==> src/rtl/core/u8sd_pkg.sv <==
// Package for the UTF-8 stream decoder: word types, decoder state and lead-byte decode.
// No dependencies. Imported by every module of the block.
`default_nettype none
package u8sd_pkg;

   localparam int unsigned COUNT_W = 17;

   // Counters saturate at the smaller of the string byte limit and the field maximum.
   localparam logic [COUNT_W-1:0] COUNT_BOUND   = 17'h10000;
   localparam logic [COUNT_W-1:0] COUNT_INVALID = 17'h1FFFF;
   localparam logic [1:0]         CONT_TAG      = 2'b10;

   localparam logic [2:0] LEN_BAD = 3'd0;
   localparam logic [2:0] LEN_1   = 3'd1;
   localparam logic [2:0] LEN_2   = 3'd2;
   localparam logic [2:0] LEN_3   = 3'd3;
   localparam logic [2:0] LEN_4   = 3'd4;
   localparam logic [2:0] LEN_5   = 3'd5;
   localparam logic [2:0] LEN_6   = 3'd6;

   typedef struct packed {
      logic [7:0] data_byte;
      logic       end_of_text;
   } req_word_type;

   typedef struct packed {
      logic [31:0]        code_point;
      logic               char_done;
      logic               bad_sequence;
      logic               string_end;
      logic [COUNT_W-1:0] char_total;
      logic [COUNT_W-1:0] byte_total;
   } rsp_word_type;

   typedef struct packed {
      logic [31:0]        partial_value;
      logic [2:0]         bytes_remaining;
      logic [2:0]         sequence_length;
      logic               error_seen;
      logic               error_reported;
      logic [COUNT_W-1:0] char_counter;
      logic [COUNT_W-1:0] byte_counter;
   } dec_state_type;

   function automatic logic [2:0] lead_length(input logic [7:0] b);
      logic [2:0] len;
      if (!b[7])                  len = LEN_1;
      else if (b[7:2] == 6'h3F)   len = LEN_6;
      else if (b[7:3] == 5'h1F)   len = LEN_5;
      else if (b[7:4] == 4'hF)    len = LEN_4;
      else if (b[7:5] == 3'h7)    len = LEN_3;
      else if (b[7:6] == 2'h3)    len = LEN_2;
      else                        len = LEN_BAD;
      return len;
   endfunction

   function automatic logic [7:0] lead_mask(input logic [2:0] len);
      logic [7:0] m;
      unique case (len)
         LEN_1:   m = 8'h7F;
         LEN_2:   m = 8'h3F;
         LEN_3:   m = 8'h1F;
         LEN_4:   m = 8'h0F;
         LEN_5:   m = 8'h07;
         LEN_6:   m = 8'h03;
         default: m = 8'h00;
      endcase
      return m;
   endfunction

endpackage
`default_nettype wire

==> src/rtl/core/u8sd_step.sv <==
// Per-byte decode step: next decoder state and the result word for one byte.
// Depends on u8sd_pkg.
`default_nettype none
module u8sd_step
   import u8sd_pkg::*;
(
   input  wire dec_state_type state_cur,
   input  wire req_word_type  word,
   output dec_state_type      state_next,
   output rsp_word_type       rsp,
   output logic               emit
);

   always_comb begin
      dec_state_type     nxt;
      logic              bad;
      logic              done;
      logic [31:0]       cp;
      logic [2:0]        len;
      logic [COUNT_W:0]  byte_sum;

      nxt      = state_cur;
      bad      = 1'b0;
      done     = 1'b0;
      cp       = 32'd0;
      len      = lead_length(word.data_byte);
      byte_sum = '0;

      if (!state_cur.error_seen) begin
         if (state_cur.bytes_remaining == 3'd0) begin
            if (len == LEN_BAD) begin
               bad = 1'b1;
            end else begin
               nxt.partial_value   = {24'd0, word.data_byte & lead_mask(len)};
               nxt.sequence_length = len;
               nxt.bytes_remaining = len - 3'd1;
            end
         end else if (word.data_byte[7:6] != CONT_TAG) begin
            bad = 1'b1;
         end else begin
            nxt.partial_value   = {state_cur.partial_value[25:0], word.data_byte[5:0]};
            nxt.bytes_remaining = state_cur.bytes_remaining - 3'd1;
         end

         if (!bad && nxt.bytes_remaining == 3'd0) begin
            done = 1'b1;
            cp   = nxt.partial_value;
            if (state_cur.char_counter < COUNT_BOUND) begin
               nxt.char_counter = state_cur.char_counter + 17'd1;
            end
            byte_sum = {1'b0, state_cur.byte_counter} + {15'd0, nxt.sequence_length};
            nxt.byte_counter = (byte_sum > {1'b0, COUNT_BOUND}) ? COUNT_BOUND
                                                                : byte_sum[COUNT_W-1:0];
            nxt.partial_value   = 32'd0;
            nxt.sequence_length = 3'd0;
         end

         if (!bad && word.end_of_text && nxt.bytes_remaining != 3'd0) begin
            bad = 1'b1;
         end
         if (bad) begin
            nxt.error_seen = 1'b1;
         end
      end

      emit = done || word.end_of_text || (nxt.error_seen && !state_cur.error_reported);

      rsp.code_point   = nxt.error_seen ? 32'd0 : cp;
      rsp.char_done    = nxt.error_seen ? 1'b0 : done;
      rsp.bad_sequence = nxt.error_seen;
      rsp.string_end   = word.end_of_text;
      rsp.char_total   = nxt.error_seen ? COUNT_INVALID : nxt.char_counter;
      rsp.byte_total   = nxt.error_seen ? COUNT_INVALID : nxt.byte_counter;

      if (emit && nxt.error_seen) begin
         nxt.error_reported = 1'b1;
      end
      if (word.end_of_text) begin
         nxt = '0;
      end

      state_next = nxt;
   end

endmodule
`default_nettype wire

==> src/rtl/core/utf8_stream_decoder.sv <==
// Top level of the UTF-8 stream decoder: input register, decoder state, result register.
// Depends on u8sd_pkg and u8sd_step.
//
// Usage:
//   The req channel carries one string byte per word, with end_of_text set on
//   the last byte of each string. The rsp channel carries at most one word per
//   byte: on a completed character, on the first error of a string, and on the
//   final byte of every string (with the character and byte counts).
//   Both channels move a word at a clock edge with valid high and stall low.
//   Throughput is one byte per cycle while rsp_stall is low; the decode of a
//   byte is a single pass through the step logic between the input register and
//   the result register.
//   When rsp_stall is held, the pending result holds, the byte in the input
//   register waits, and req_stall rises once that register is full.
//   Synchronous reset empties both registers and clears the decoder state;
//   the block takes bytes in the cycle after reset is released.
`default_nettype none
module utf8_stream_decoder
   import u8sd_pkg::*;
(
   input  wire           clock,
   input  wire           reset,
   input  wire           req_valid,
   output logic          req_stall,
   input  wire req_word_type  req_word,
   output logic          rsp_valid,
   input  wire           rsp_stall,
   output rsp_word_type  rsp_word
);

   req_word_type  req_ff;
   logic          req_valid_ff, req_valid_in;
   dec_state_type state_ff, state_in;
   rsp_word_type  rsp_ff, rsp_in;
   logic          rsp_valid_ff, rsp_valid_in;
   logic          advance, fire, accept, emit;

   u8sd_step u_step (
      .state_cur  (state_ff),
      .word       (req_ff),
      .state_next (state_in),
      .rsp        (rsp_in),
      .emit       (emit)
   );

   assign advance   = !rsp_valid_ff || !rsp_stall;
   assign fire      = req_valid_ff && advance;
   assign req_stall = req_valid_ff && !advance;
   assign accept    = req_valid && !req_stall;

   always_comb begin
      if (accept)       req_valid_in = 1'b1;
      else if (advance) req_valid_in = 1'b0;
      else              req_valid_in = req_valid_ff;
   end

   always_comb begin
      if (fire)            rsp_valid_in = emit;
      else if (!rsp_stall) rsp_valid_in = 1'b0;
      else                 rsp_valid_in = rsp_valid_ff;
   end

   always_ff @(posedge clock) begin
      if (reset) begin
         req_valid_ff <= 1'b0;
         rsp_valid_ff <= 1'b0;
         state_ff     <= '0;
      end else begin
         req_valid_ff <= req_valid_in;
         rsp_valid_ff <= rsp_valid_in;
         if (fire) begin
            state_ff <= state_in;
         end
      end
   end

   always_ff @(posedge clock) begin
      if (accept) begin
         req_ff <= req_word;
      end
      if (fire && emit) begin
         rsp_ff <= rsp_in;
      end
   end

   assign rsp_valid = rsp_valid_ff;
   assign rsp_word  = rsp_ff;

endmodule
`default_nettype wire

==> config.mk <==
export PLATFORM = sky130hd
export DESIGN_NAME = utf8_stream_decoder
export DESIGN_NICKNAME = d
export VERILOG_FILES = /design/src/rtl/core/u8sd_pkg.sv /design/src/rtl/core/u8sd_step.sv /design/src/rtl/core/utf8_stream_decoder.sv
export SDC_FILE = /design/constraint.sdc
export NUM_CORES = 1
export LEC_CHECK = 0
export BUFFER_PORTS_ARGS = -buffer_cell sky130_fd_sc_hd__buf_2
export CORE_UTILIZATION = 41
export CTS_CLUSTER_DIAMETER = 120
export DETAILED_ROUTE_END_ITERATION = 7
export SYNTH_ARGS = -nofsm -noshare
export SYNTH_HDL_FRONTEND = slang
export SYNTH_HIERARCHICAL = 1
export SYNTH_SLANG_ARGS = --single-unit
==> constraint.sdc <==
create_clock -name clock -period 6.6 [get_ports clock]
set_clock_uncertainty 0.05 [all_clocks]
set_input_delay 1.32 -clock clock [delete_from_list [all_inputs] [get_ports clock]]
set_output_delay 1.32 -clock clock [all_outputs]
set_load 0.05 [all_outputs]
==> flow_summary_export.csv, run 1 <==
group,metric,value,unit
pwr,p_int,1.75,mW
synth,syn_avg_cell_area,9.21,sq um
status,outcome,"finished, final reports clean",
synth,synth_area_leader_cell,"edfxtp_1",
cts,cts_resized,0,
synth,synth_top_area_share,25.8,%
min_path,min_to,"state_ff[40]$_SDFFE_PP0P_",
min_path,hp-class,"flip-flop to flip-flop",
floorplanning,core,0.0218,sq mm
layout,layout-drive-gt1-share,14.8,%
pwr,power,2.57,mW
synth,yosysWarnings,6,
critical_path,reg2reg_depth,19,
global_routing,antenna_found_initial,0,
cts,cts_buffer_depth,2,
cts,cts.htree.levels,4,
synth,synth_ff_type,"edfxtp_1",
synth,synthMuxAreaShare,8.93,%
critical_path,crit_type,"flip-flop to flip-flop",
sta,setup_viol,0,
sta,slew_headroom,28.0,%
sta,drv_slew,0,
cts,cts_root_buf,"clkbuf_16",
critical_path,ff2ff_setup_slack,1.44,ns
cts,cts_hold_buf,0,
sta,fin_tns_setup,0,ns
drt,drtIter0Drc,559,
layout,nNetsFinal,1055,
cts,clkTransAtPathRegs,0.07,ns
pwr,power_switching,822,uW
placed_design,gp_congestion,0.879,
drt,via_count,7290,
layout,synthToLayoutAreaGrowth,11.6,%
cts,clk_latency,0.43,ns
synth,ys_seq_area_share,42.5,%
global_routing,grt_max_degree,151,
cts,cts.sinks,154,
min_path,min_from,"state_ff[40]$_SDFFE_PP0P_",
critical_path,critPathMaxFanout,27,
synth,synth-simple-area-share,24.5,%
floorplanning,die_x,151,microns
synth,synth_compound_area_share,15.0,%
critical_path,max_stage_delay,0.72,ns
critical_path,worstPathCellList,"nand2_1 > a21o_1 > nand2_1 > inv_1 > ha_1 > inv_1 > o21ai_0 > nand2_1 > o21ai_0 > fa_1 > a21oi_1 > or4_1 > nor3b_1 > o2111ai_1 > nor4_4 > a21oi_4 > a211oi_1 > nand2b_1 > mux2i_1",
drt,via_per_inst,5.51,
cts,tritoncts,"yes",
critical_path,start_kind,"flip-flop",
synth,synth_top_family_by_area,"simple AND/OR/NAND/NOR gates",
floorplanning,die_y,151,microns
critical_path,critPathCaptureType,"flip-flop",
synth,synth-xor-area-share,1.93,%
pwr,seq_power_share,42.0,%
floorplanning,die-area,0.0228,sq mm
pwr,p_leak,3.44,nW
layout,fill_cells,2102,
global_routing,gr-usage-all-layers,19.7,%
global_routing,grt_pass1_vias,6800,
synth,async_flop_share,0,%
drt,ant_nets,0,
drt,dr.pass1.iters,7,
synth,syn_inst,987,
critical_path,r2r-end,"state_ff[3]$_SDFFE_PP0P_",
pwr,power_density,254,mW/mm^2
sta,fin_crit_sh,78.2,%
critical_path,cp_slowest_cell,"a21oi_4",
placed_design,portBuffers,83,
cts,cts_setup_buffers,0,
synth,synth-adder-area-share,1.73,%
cts,cts_made_buffers,17,
synth,synth.area.top_cells,"edfxtp_1 26%, dfxtp_1 17%, nand2b_1 11%, mux2i_1 8.8%, nand2_1 4.6%",
pwr,p_sw_share,31.9,%
min_path,hold_depth,2,
pwr,combinationalPowerShare,19.2,%
sta,fmax,0.194,GHz
synth,synth-seq-cells,154,
layout,antenna_cells,0,
drt,wirelength,21600,microns
sta,rsz0062_at_grt,"false",
synth,syn_nets,1012,
placed_design,post-dp-hpwl,13400,microns
critical_path,required,6.84,ns
pwr,ir_worst_vdd,0.153,mV
drt,route.detailed.drc,0,
sta,finalHoldViolations,0,
critical_path,crit_top_cell,"nand2_1",
floorplanning,initial_utilization,41.8,%
sta,fin_crit,5.16,ns
synth,ys_types,71,
pwr,pwr-share-clk,38.8,%
global_routing,grt_overflow,0,
sta,tightest_slew,1.08,ns
floorplanning,ios,84,
critical_path,r2r_start,"req_ff[7]$_DFFE_PP_",
floorplanning,rows,54,
global_routing,grt_pass1_wl,35300,microns
drt,post_drt_wl_per_cell,16.4,microns
synth,synth_area,0.00909,sq mm
synth,synth_edf_count,78,
critical_path,worstPathArrival,5.40,ns
flow_run,drv_cap,0,
worst max path at each step:
stage	startpoint	end	cells after the start
CTS	req_ff[3]$_DFFE_PP_	state_ff[3]$_SDFFE_PP0P_	18
global placement	req_ff[3]$_DFFE_PP_	state_ff[11]$_SDFFE_PP0P_	18
global route	req_ff[4]$_DFFE_PP_	state_ff[11]$_SDFFE_PP0P_	19
finish	req_ff[7]$_DFFE_PP_	state_ff[3]$_SDFFE_PP0P_	19
floorplan	req_ff[3]$_DFFE_PP_	rsp_word[0]$_DFFE_PP_	17
detailed placement	req_ff[3]$_DFFE_PP_	state_ff[15]$_SDFFE_PP0P_	18
cell usage after synthesis, types with 5 or more instances:
cell and instances:
a22oi_1 30, buf_4 5, buf_12 6, xnor2_1 8
and3_1 5, nand2b_1 153, clkbuf_1 44, o21ai_0 32
buf_2 12, o31ai_1 7, a31oi_1 6, nor3_1 17
ha_1 11, edfxtp_1 78, buf_6 5, a211oi_2 7
nor2_1 87, mux2i_1 80, a211o_1 11, nand2_1 111
xor2_1 12, dfxtp_1 76, nand4_1 8, nand3_1 14
a21oi_1 66, or3_1 16, a211oi_1 6, inv_1 13
cell usage in the layout, fill, tap and decap left out, types with 30 or more instances in the layout:
master and n:
nand2_1 111, o21ai_0 32, a21oi_1 65, nor2_1 86, edfxtp_1 78, mux2i_1 80, dfxtp_1 76, nand2b_1 153
a22oi_1 30, buf_2 83
routing by layer:
layer / routed length, microns / vias to the layer above / global-route usage (%)
li1: - / 3587 / -
met1: 10400 / 3530 / 26.8
met2: 10100 / 150 / 31.7
met3: 787 / 23 / 3.49
met4: 325 / 0 / 6.10
met5: 0 / - / 0
flip-flops by register name, summed over array words and instances (netlist names):
signal / flops
req_ff: 9
req_valid_ff: 1
rsp_valid: 1
rsp_word: 69
state_ff: 74
critical path, delay by kind of cell (launching register included):
kind            cells  cell delay (ns)
compound gates      7             1.99
simple gates        7             1.32
fa+ha+maj           2             0.78
flops               1             0.49
buf+inv             2             0.29
mux                 1             0.07
power by group through the flow:
stage / Sequential, mW / Combinational [mW] / Clock, mW
6_report: 1.08 / 0.494 / 0.998
5_1_grt: 1.09 / 0.535 / 1.07
4_1_cts: 1.08 / 0.496 / 1.02
3_5_place_dp: 1.10 / 0.493 / 0
3_3_place_gp: 1.10 / 0.494 / 0
2_1_floorplan: 1.22 / 0.280 / 0
cell type report:
cell class / instances / area (sq um) / share of cell area [%]
tap: 280 / 350 / 3.45
sequential: 154 / 3860 / 38.1
timing repair buffer: 96 / 513 / 5.06
clock buffer: 18 / 439 / 4.33
inverter: 14 / 52.6 / 0.518
clock inverter: 14 / 159 / 1.57
multi-input combinational: 747 / 4760 / 47.0
stage by stage:
stage	utilization, %	hold WS [ns]	setup slack, ns	area, sq um	instances
after floorplan	-	0.395	1.50	9090	987
after global placement	43.9	0.426	1.56	9540	1291
after detailed placement	43.9	0.432	1.49	9540	1291
after CTS	46.6	0.448	1.46	10100	1323
after global routing	46.6	0.464	0.966	10100	1323
final	46.6	0.444	1.44	10100	1323
logic make-up after synthesis:
group	Yosys count
XOR/XNOR	20
adder cells (fa/ha/maj)	12
multiplexers	81
buffers and inverters	86
flip-flops	154
AND/OR/NAND/NOR	433
AO/OA/AOI/OAI	201
Note: power is estimated with default switching activity, not from simulation.
==> run 2: changes to the inputs <==
==> constraint.sdc (replaced) <==
create_clock -name clock -period 4.3 [get_ports clock]
set_clock_uncertainty 0.05 [all_clocks]
set_input_delay 0.86 -clock clock [delete_from_list [all_inputs] [get_ports clock]]
set_output_delay 0.86 -clock clock [all_outputs]
set_load 0.05 [all_outputs]
==> run 2 against run 1 <==
  * Power increased by 55%
  * Sequential share of layout area is 1.2 points lower
  * Highest routed layer unchanged
  * Clock power is 51% higher
  * Fmax is 25% higher
  * Routed wire length decreased by 0.91%
  * Final area increased by 3.3%
  * Register-to-register slack worse by 1.3 ns
  * Critical endpoint is now state_ff[2]$_SDFFE_PP0P_
  * Cell count increased by 2.0%
  * Utilization increased by 1.5 points
  * Non-clock buffer count increased by 27
  * Count of clock-buffer cells in the layout fell by 1
  * Sequential power increased by 54%
==> flow_summary_export.csv, run 2 (synthesis results as in run 1) <==
group,metric,value,unit
global_routing,grt_busiest_layer,"met2",
drt,via_count,7289,
critical_path,start_kind,"flip-flop",
layout,fin_cells,1350,
sta,rsz0062_at_grt,"false",
layout,multi_input_area,0.00488,sq mm
placed_design,gp_congestion,0.911,
cts,cts_root_buf,"clkbuf_16",
layout,layout_common_cells,"153 x nand2b_1, 109 x nand2_1, 86 x nor2_1",
cts,cts_hold_buf,0,
sta,fmax,0.242,GHz
global_routing,gr-usage-all-layers,19.3,%
min_path,hp-class,"flip-flop to flip-flop",
critical_path,critPathCaptureType,"flip-flop",
global_routing,grt_max_degree,151,
layout,antenna_cells,0,
pwr,ir_worst_vdd,0.279,mV
floorplanning,initial_utilization,41.8,%
cts,clk_latency,0.43,ns
critical_path,r2r-end,"state_ff[2]$_SDFFE_PP0P_",
cts,cts_buffer_depth,2,
floorplanning,core,0.0218,sq mm
critical_path,crit_type,"flip-flop to flip-flop",
status,outcome,"finished, final reports clean",
critical_path,crit_end,"state_ff[2]$_SDFFE_PP0P_",
global_routing,grt.met1_usage,26.4,%
global_routing,grt_overflow,0,
drt,via_per_inst,5.40,
layout,fill_cells,2103,
pwr,p_sw_share,30.9,%
pwr,seq_power_share,41.6,%
cts,tritoncts,"yes",
drt,drtIter0Drc,481,
pwr,p_leak,3.59,nW
critical_path,ff2ff_setup_slack,0.18,ns
critical_path,reg2reg_depth,19,
floorplanning,die_y,151,microns
layout,final_common_cell,"nand2b_1",
layout,largest_register_ffs,74,
sta,finalHoldViolations,0,
floorplanning,die_x,151,microns
layout,register_area,0.00386,sq mm
floorplanning,ios,84,
flow_run,drv_cap,0,
critical_path,required,4.52,ns
drt,post_drt_wl_per_cell,15.9,microns
critical_path,r2r_start,"req_ff[3]$_DFFE_PP_",
cts,cts_made_buffers,17,
critical_path,critPathMaxFanout,6,
critical_path,crit_start,"req_ff[3]$_DFFE_PP_",
placed_design,dp_cells,1315,
cts,clkTransAtPathRegs,0.06,ns
global_routing,antenna_found_initial,0,
layout,utilization,48.1,%
sta,fin_crit_sh,95.9,%
pwr,combinationalPowerShare,20.4,%
floorplanning,die-area,0.0228,sq mm
sta,slew_headroom,27.7,%
sta,setup_slack,0.176,ns
layout,synthToLayoutAreaGrowth,15.2,%
layout,top_register,"state_ff",
pwr,p_int,2.75,mW
floorplanning,rows,54,
pwr,pwr-share-clk,38.0,%
cts,cts.htree.levels,4,
sta,tightest_slew,1.09,ns
global_routing,grt_use_met2,31.1,%
layout,layout-drive-gt1-share,18.7,%
critical_path,worstPathArrival,4.35,ns
sta,drv_slew,0,
cts,cts.sinks,154,
pwr,power_switching,1.23,mW
placed_design,detailedPlace.worstSlack,-0.124,ns
drt,route.detailed.drc,0,
pwr,power_density,380,mW/mm^2
drt,dr.pass1.iters,6,
placed_design,post-dp-hpwl,13500,microns
global_routing,grt_pass1_wl,34700,microns
global_routing,grt_use_met3,3.61,%
sta,fin_crit,4.12,ns
global_routing,grt_pass1_vias,6728,
placed_design,portBuffers,83,
sta,setup_viol,0,
layout,nNetsFinal,1082,
drt,wirelength,21400,microns
drt,ant_nets,0,
## run 2: worst min-delay path by stage
stage | cells after the start | start | slack (ns) | endpoint
6_report | 2 | state_ff[38]$_SDFFE_PP0P_ | 0.44 | state_ff[38]$_SDFFE_PP0P_
5_1_grt | 2 | state_ff[71]$_SDFFE_PP0P_ | 0.47 | state_ff[71]$_SDFFE_PP0P_
4_1_cts | 2 | state_ff[72]$_SDFFE_PP0P_ | 0.45 | state_ff[72]$_SDFFE_PP0P_
3_5_place_dp | 2 | state_ff[72]$_SDFFE_PP0P_ | 0.44 | state_ff[72]$_SDFFE_PP0P_
3_3_place_gp | 2 | state_ff[34]$_SDFFE_PP0P_ | 0.42 | state_ff[34]$_SDFFE_PP0P_
2_1_floorplan | 2 | state_ff[3]$_SDFFE_PP0P_ | 0.40 | state_ff[3]$_SDFFE_PP0P_
## run 2: cell type report
| class | instances | area share, % |
|---|---|---|
| Sequential cell | 154 | 36.9 |
| Clock buffer | 17 | 4.06 |
| Clock inverter | 15 | 1.52 |
| Inverter | 14 | 0.502 |
| Multi-Input combinational cell | 747 | 46.6 |
| Timing Repair Buffer | 123 | 7.07 |
| Tap cell | 280 | 3.34 |
## run 2: worst max-delay path, stage by stage (launching register included)
cell	delay [ns]
edfxtp_1	0.39
nand2b_1	0.18
a21o_1	0.19
nand2_2	0.08
inv_2	0.07
ha_4	0.18
a21oi_1	0.21
o22a_1	0.25
ha_4	0.17
fa_2	0.27
a21oi_4	0.08
or4_4	0.54
nor3b_1	0.18
o2111ai_2	0.26
nor4_4	0.05
buf_4	0.17
a31o_2	0.27
a32o_1	0.26
nand2b_1	0.07
mux2i_1	0.07
## run 2: power groups by stage
stage | sequential (mW) | combinational (mW) | clock, mW
6_report | 1.66 | 0.812 | 1.51
5_1_grt | 1.66 | 0.876 | 1.61
4_1_cts | 1.66 | 0.802 | 1.55
3_5_place_dp | 1.69 | 0.793 | 0
3_3_place_gp | 1.69 | 0.792 | 0
2_1_floorplan | 1.87 | 0.432 | 0
## run 2: timing repair
action | 4_1_cts | 5_1_grt
gates resized for setup | 7 | 16
endpoints found under the setup margin | 19 | 32
gates cloned | 0 | 0
pin swaps | 2 | 5
setup buffers | 0 | 3
## run 2: per-stage QoR
| step | hold slack, ns | total power, mW | cell area (sq um) | setup TNS (ns) |
|---|---|---|---|---|
| after global routing | 0.471 | 4.15 | 10500 | 0 |
| final | 0.442 | 3.98 | 10500 | 0 |
| after floorplan | 0.395 | 2.30 | 9120 | 0 |
| after detailed placement | 0.437 | 2.48 | 9770 | -0.913 |
| after global placement | 0.421 | 2.48 | 9770 | 0 |
| after CTS | 0.447 | 4.01 | 10400 | 0 |
## run 2: layer usage
metal | vias to the layer above | wire length (microns)
met2 | 151 | 9940
met3 | 21 | 864
met5 | - | 0
met4 | 0 | 321
li1 | 3635 | -
met1 | 3482 | 10300
==> run 3: changes to the inputs <==
--- a/config.mk
+++ b/config.mk
@@ -5,6 +5,7 @@
 export SDC_FILE = /design/constraint.sdc
 export NUM_CORES = 1
 export LEC_CHECK = 0
+export ABC_AREA = 1
 export BUFFER_PORTS_ARGS = -buffer_cell sky130_fd_sc_hd__buf_2
 export CORE_UTILIZATION = 41
 export CTS_CLUSTER_DIAMETER = 120
==> run 3 against run 2 <==
  * Clock power grew 12%
  * Worst setup slack gained 0.25 ns
  * Hold slack lost 0.0071 ns
  * Via count grew 15%
  * Largest cell class unchanged
  * Highest routed layer unchanged
==> flow_summary_export.csv, run 3 <==
group,metric,value,unit
global_routing,antenna_found_initial,0,
floorplanning,die-area,0.0229,sq mm
drt,route.detailed.drc,0,
sta,fin_crit_sh,90.1,%
sta,fmax,0.258,GHz
sta,tightest_slew,1.00,ns
critical_path,critPathCaptureType,"flip-flop",
pwr,p_sw_share,30.9,%
drt,ant_nets,0,
sta,whs,0.435,ns
synth,synth-seq-cells,154,
sta,drv_slew,0,
floorplanning,ios,84,
synth,synth_area,0.00915,sq mm
global_routing,grt_max_degree,100,
synth,synth_area_leader_cell,"edfxtp_1",
cts,cts_root_buf,"clkbuf_16",
critical_path,r2r_start,"req_ff[5]$_DFFE_PP_",
synth,syn_nets,1349,
floorplanning,rows,54,
cts,clk_latency,0.44,ns
critical_path,max_stage_delay,0.42,ns
floorplanning,core,0.0218,sq mm
global_routing,gr-usage-all-layers,20.4,%
drt,dr.pass1.iters,5,
cts,cts.sinks,154,
placed_design,gp_congestion,0.890,
drt,wirelength,22400,microns
pwr,p_leak,4.31,nW
critical_path,worstPathArrival,4.19,ns
synth,synth.most_common_cell,"nand2_1",
synth,yosysWarnings,6,
synth,synth.area.top_cells,"edfxtp_1 26%, dfxtp_1 17%, nand2_1 14%, nor2_1 8.5%, nand3_1 7.6%",
cts,cts.htree.levels,4,
placed_design,portBuffers,83,
pwr,power_switching,1.32,mW
min_path,hp-class,"flip-flop to flip-flop",
synth,async_flop_share,0,%
status,outcome,"finished, final reports clean",
pwr,seq_power_share,40.5,%
synth,ys_types,37,
sta,setup_viol,0,
synth,syn_inst,1324,
synth,synth_edf_count,78,
cts,cts_made_buffers,17,
sta,slew_headroom,33.2,%
flow_run,drv_cap,0,
critical_path,start_kind,"flip-flop",
layout,layout_common_cells,"341 x nand2_1, 206 x nor2_1, 156 x inv_1",
global_routing,grt_overflow,0,
min_path,min_from,"state_ff[42]$_SDFFE_PP0P_",
global_routing,grt_pass1_vias,7377,
critical_path,crit_type,"flip-flop to flip-flop",
critical_path,required,4.61,ns
floorplanning,initial_utilization,41.9,%
sta,finalHoldViolations,0,
layout,nNetsFinal,1393,
layout,synthToLayoutAreaGrowth,13.4,%
drt,post_drt_wl_per_cell,13.5,microns
drt,drtIter0Drc,630,
critical_path,crit_start,"req_ff[5]$_DFFE_PP_",
layout,top_register,"state_ff",
cts,tritoncts,"yes",
placed_design,post-dp-hpwl,13700,microns
pwr,pwr-share-clk,39.4,%
cts,cts_buffer_depth,2,
drt,via_per_inst,5.06,
synth,synth_ff_type,"edfxtp_1",
pwr,p_int,2.96,mW
layout,antenna_cells,0,
floorplanning,die_x,151,microns
cts,clkTransAtPathRegs,0.07,ns
critical_path,critPathMaxFanout,7,
layout,layout-drive-gt1-share,11.9,%
synth,syn_avg_cell_area,6.91,sq um
sta,fin_tns_setup,0,ns
critical_path,crit_top_cell,"nand2_1",
pwr,ir_worst_vdd,0.256,mV
cts,cts_hold_buf,0,
floorplanning,die_y,151,microns
critical_path,cp_slowest_cell,"edfxtp_1",
synth,ys_seq_area_share,42.2,%
layout,largest_register_ffs,74,
layout,final_common_cell,"nand2_1",
pwr,combinationalPowerShare,20.1,%
pwr,power_density,413,mW/mm^2
synth,yosys-top-cells-count,"344 x nand2_1, 207 x nor2_1, 158 x inv_1",
global_routing,grt_pass1_wl,36700,microns
sta,fin_crit,3.87,ns
drt,via_count,8412,
synth,synth_top_area_share,25.6,%
-- run 3: cell types whose count changed after synthesis, moves of 38 or more --
| cell | before | now |
|---|---|---|
| nand2_1 | 111 | 344 |
| nand2b_1 | 153 | 0 |
| inv_1 | 13 | 158 |
| nand3_1 | 14 | 138 |
| nor2_1 | 87 | 207 |
| mux2i_1 | 80 | 1 |
| a21oi_1 | 66 | 106 |
| buf_2 | 12 | 50 |
-- run 3: metrics by stage --
step	area (sq um)	setup slack (ns)	total power [mW]	util (%)	instances
after detailed placement	9670	0.225	2.62	44.3	1624
after global routing	10400	-0.0168	4.50	47.5	1661
after global placement	9670	0.342	2.61	44.3	1624
after floorplan	9150	0.501	2.43	-	1324
after CTS	10300	0.203	4.32	47.3	1656
final	10400	0.427	4.28	47.5	1661
-- run 3: metal layers --
metal | vias up | wire, microns | global-route usage [%]
met5 | - | 0 | 0
met4 | 0 | 403 | 7.35
met3 | 26 | 1130 | 3.77
met2 | 210 | 10100 | 32.1
met1 | 3831 | 10700 | 27.8
li1 | 4345 | - | -
-- run 3: logic make-up after synthesis --
| logic type | share of synthesized area (%) |
|---|---|
| AO/OA/AOI/OAI | 10.9 |
| XOR/XNOR | 0.287 |
| adder cells (fa/ha/maj) | 1.72 |
| buffers and inverters | 11.2 |
| flip-flops | 42.2 |
| multiplexers | 0.109 |
| AND/OR/NAND/NOR | 33.5 |
-- run 3: layout make-up --
class | instances | area [sq um]
tap | 280 | 350
fill | 2227 | 11400
clock inverter | 13 | 215
multi-input combinational | 928 | 4280
clock buffer | 19 | 443
sequential | 154 | 3870
timing repair buffer | 105 | 606
inverter | 162 | 609
-- run 3: power groups by stage --
stage	registers (mW)	logic, mW	clock network, mW
2_1_floorplan	1.87	0.559	0
3_3_place_gp	1.76	0.847	0
3_5_place_dp	1.76	0.854	0
4_1_cts	1.73	0.857	1.73
5_1_grt	1.75	0.962	1.79
6_report	1.73	0.859	1.69
-- run 3: repair_timing --
action / CTS / global route
endpoints found under the setup margin: 0 / 32
buffers inserted: 0 / 5
resized for setup: 0 / 7
hold endpoints to repair: 0 / 0
-- run 3: final timing paths --
check	cells past startpoint	slack, ns	endpoint
max reg2reg	30	0.43	state_ff[2]$_SDFFE_PP0P_
max	30	0.43	state_ff[2]$_SDFFE_PP0P_
min	2	0.44	state_ff[42]$_SDFFE_PP0P_
min reg2reg	2	0.44	state_ff[42]$_SDFFE_PP0P_
-- run 3: critical path: cells and delay by family (launching register included) --
kind / cells / cell delay [ns]
compound gates: 3 / 0.42
fa+ha+maj: 3 / 0.65
buf+inv: 7 / 0.69
flops: 1 / 0.42
simple gates: 17 / 1.56
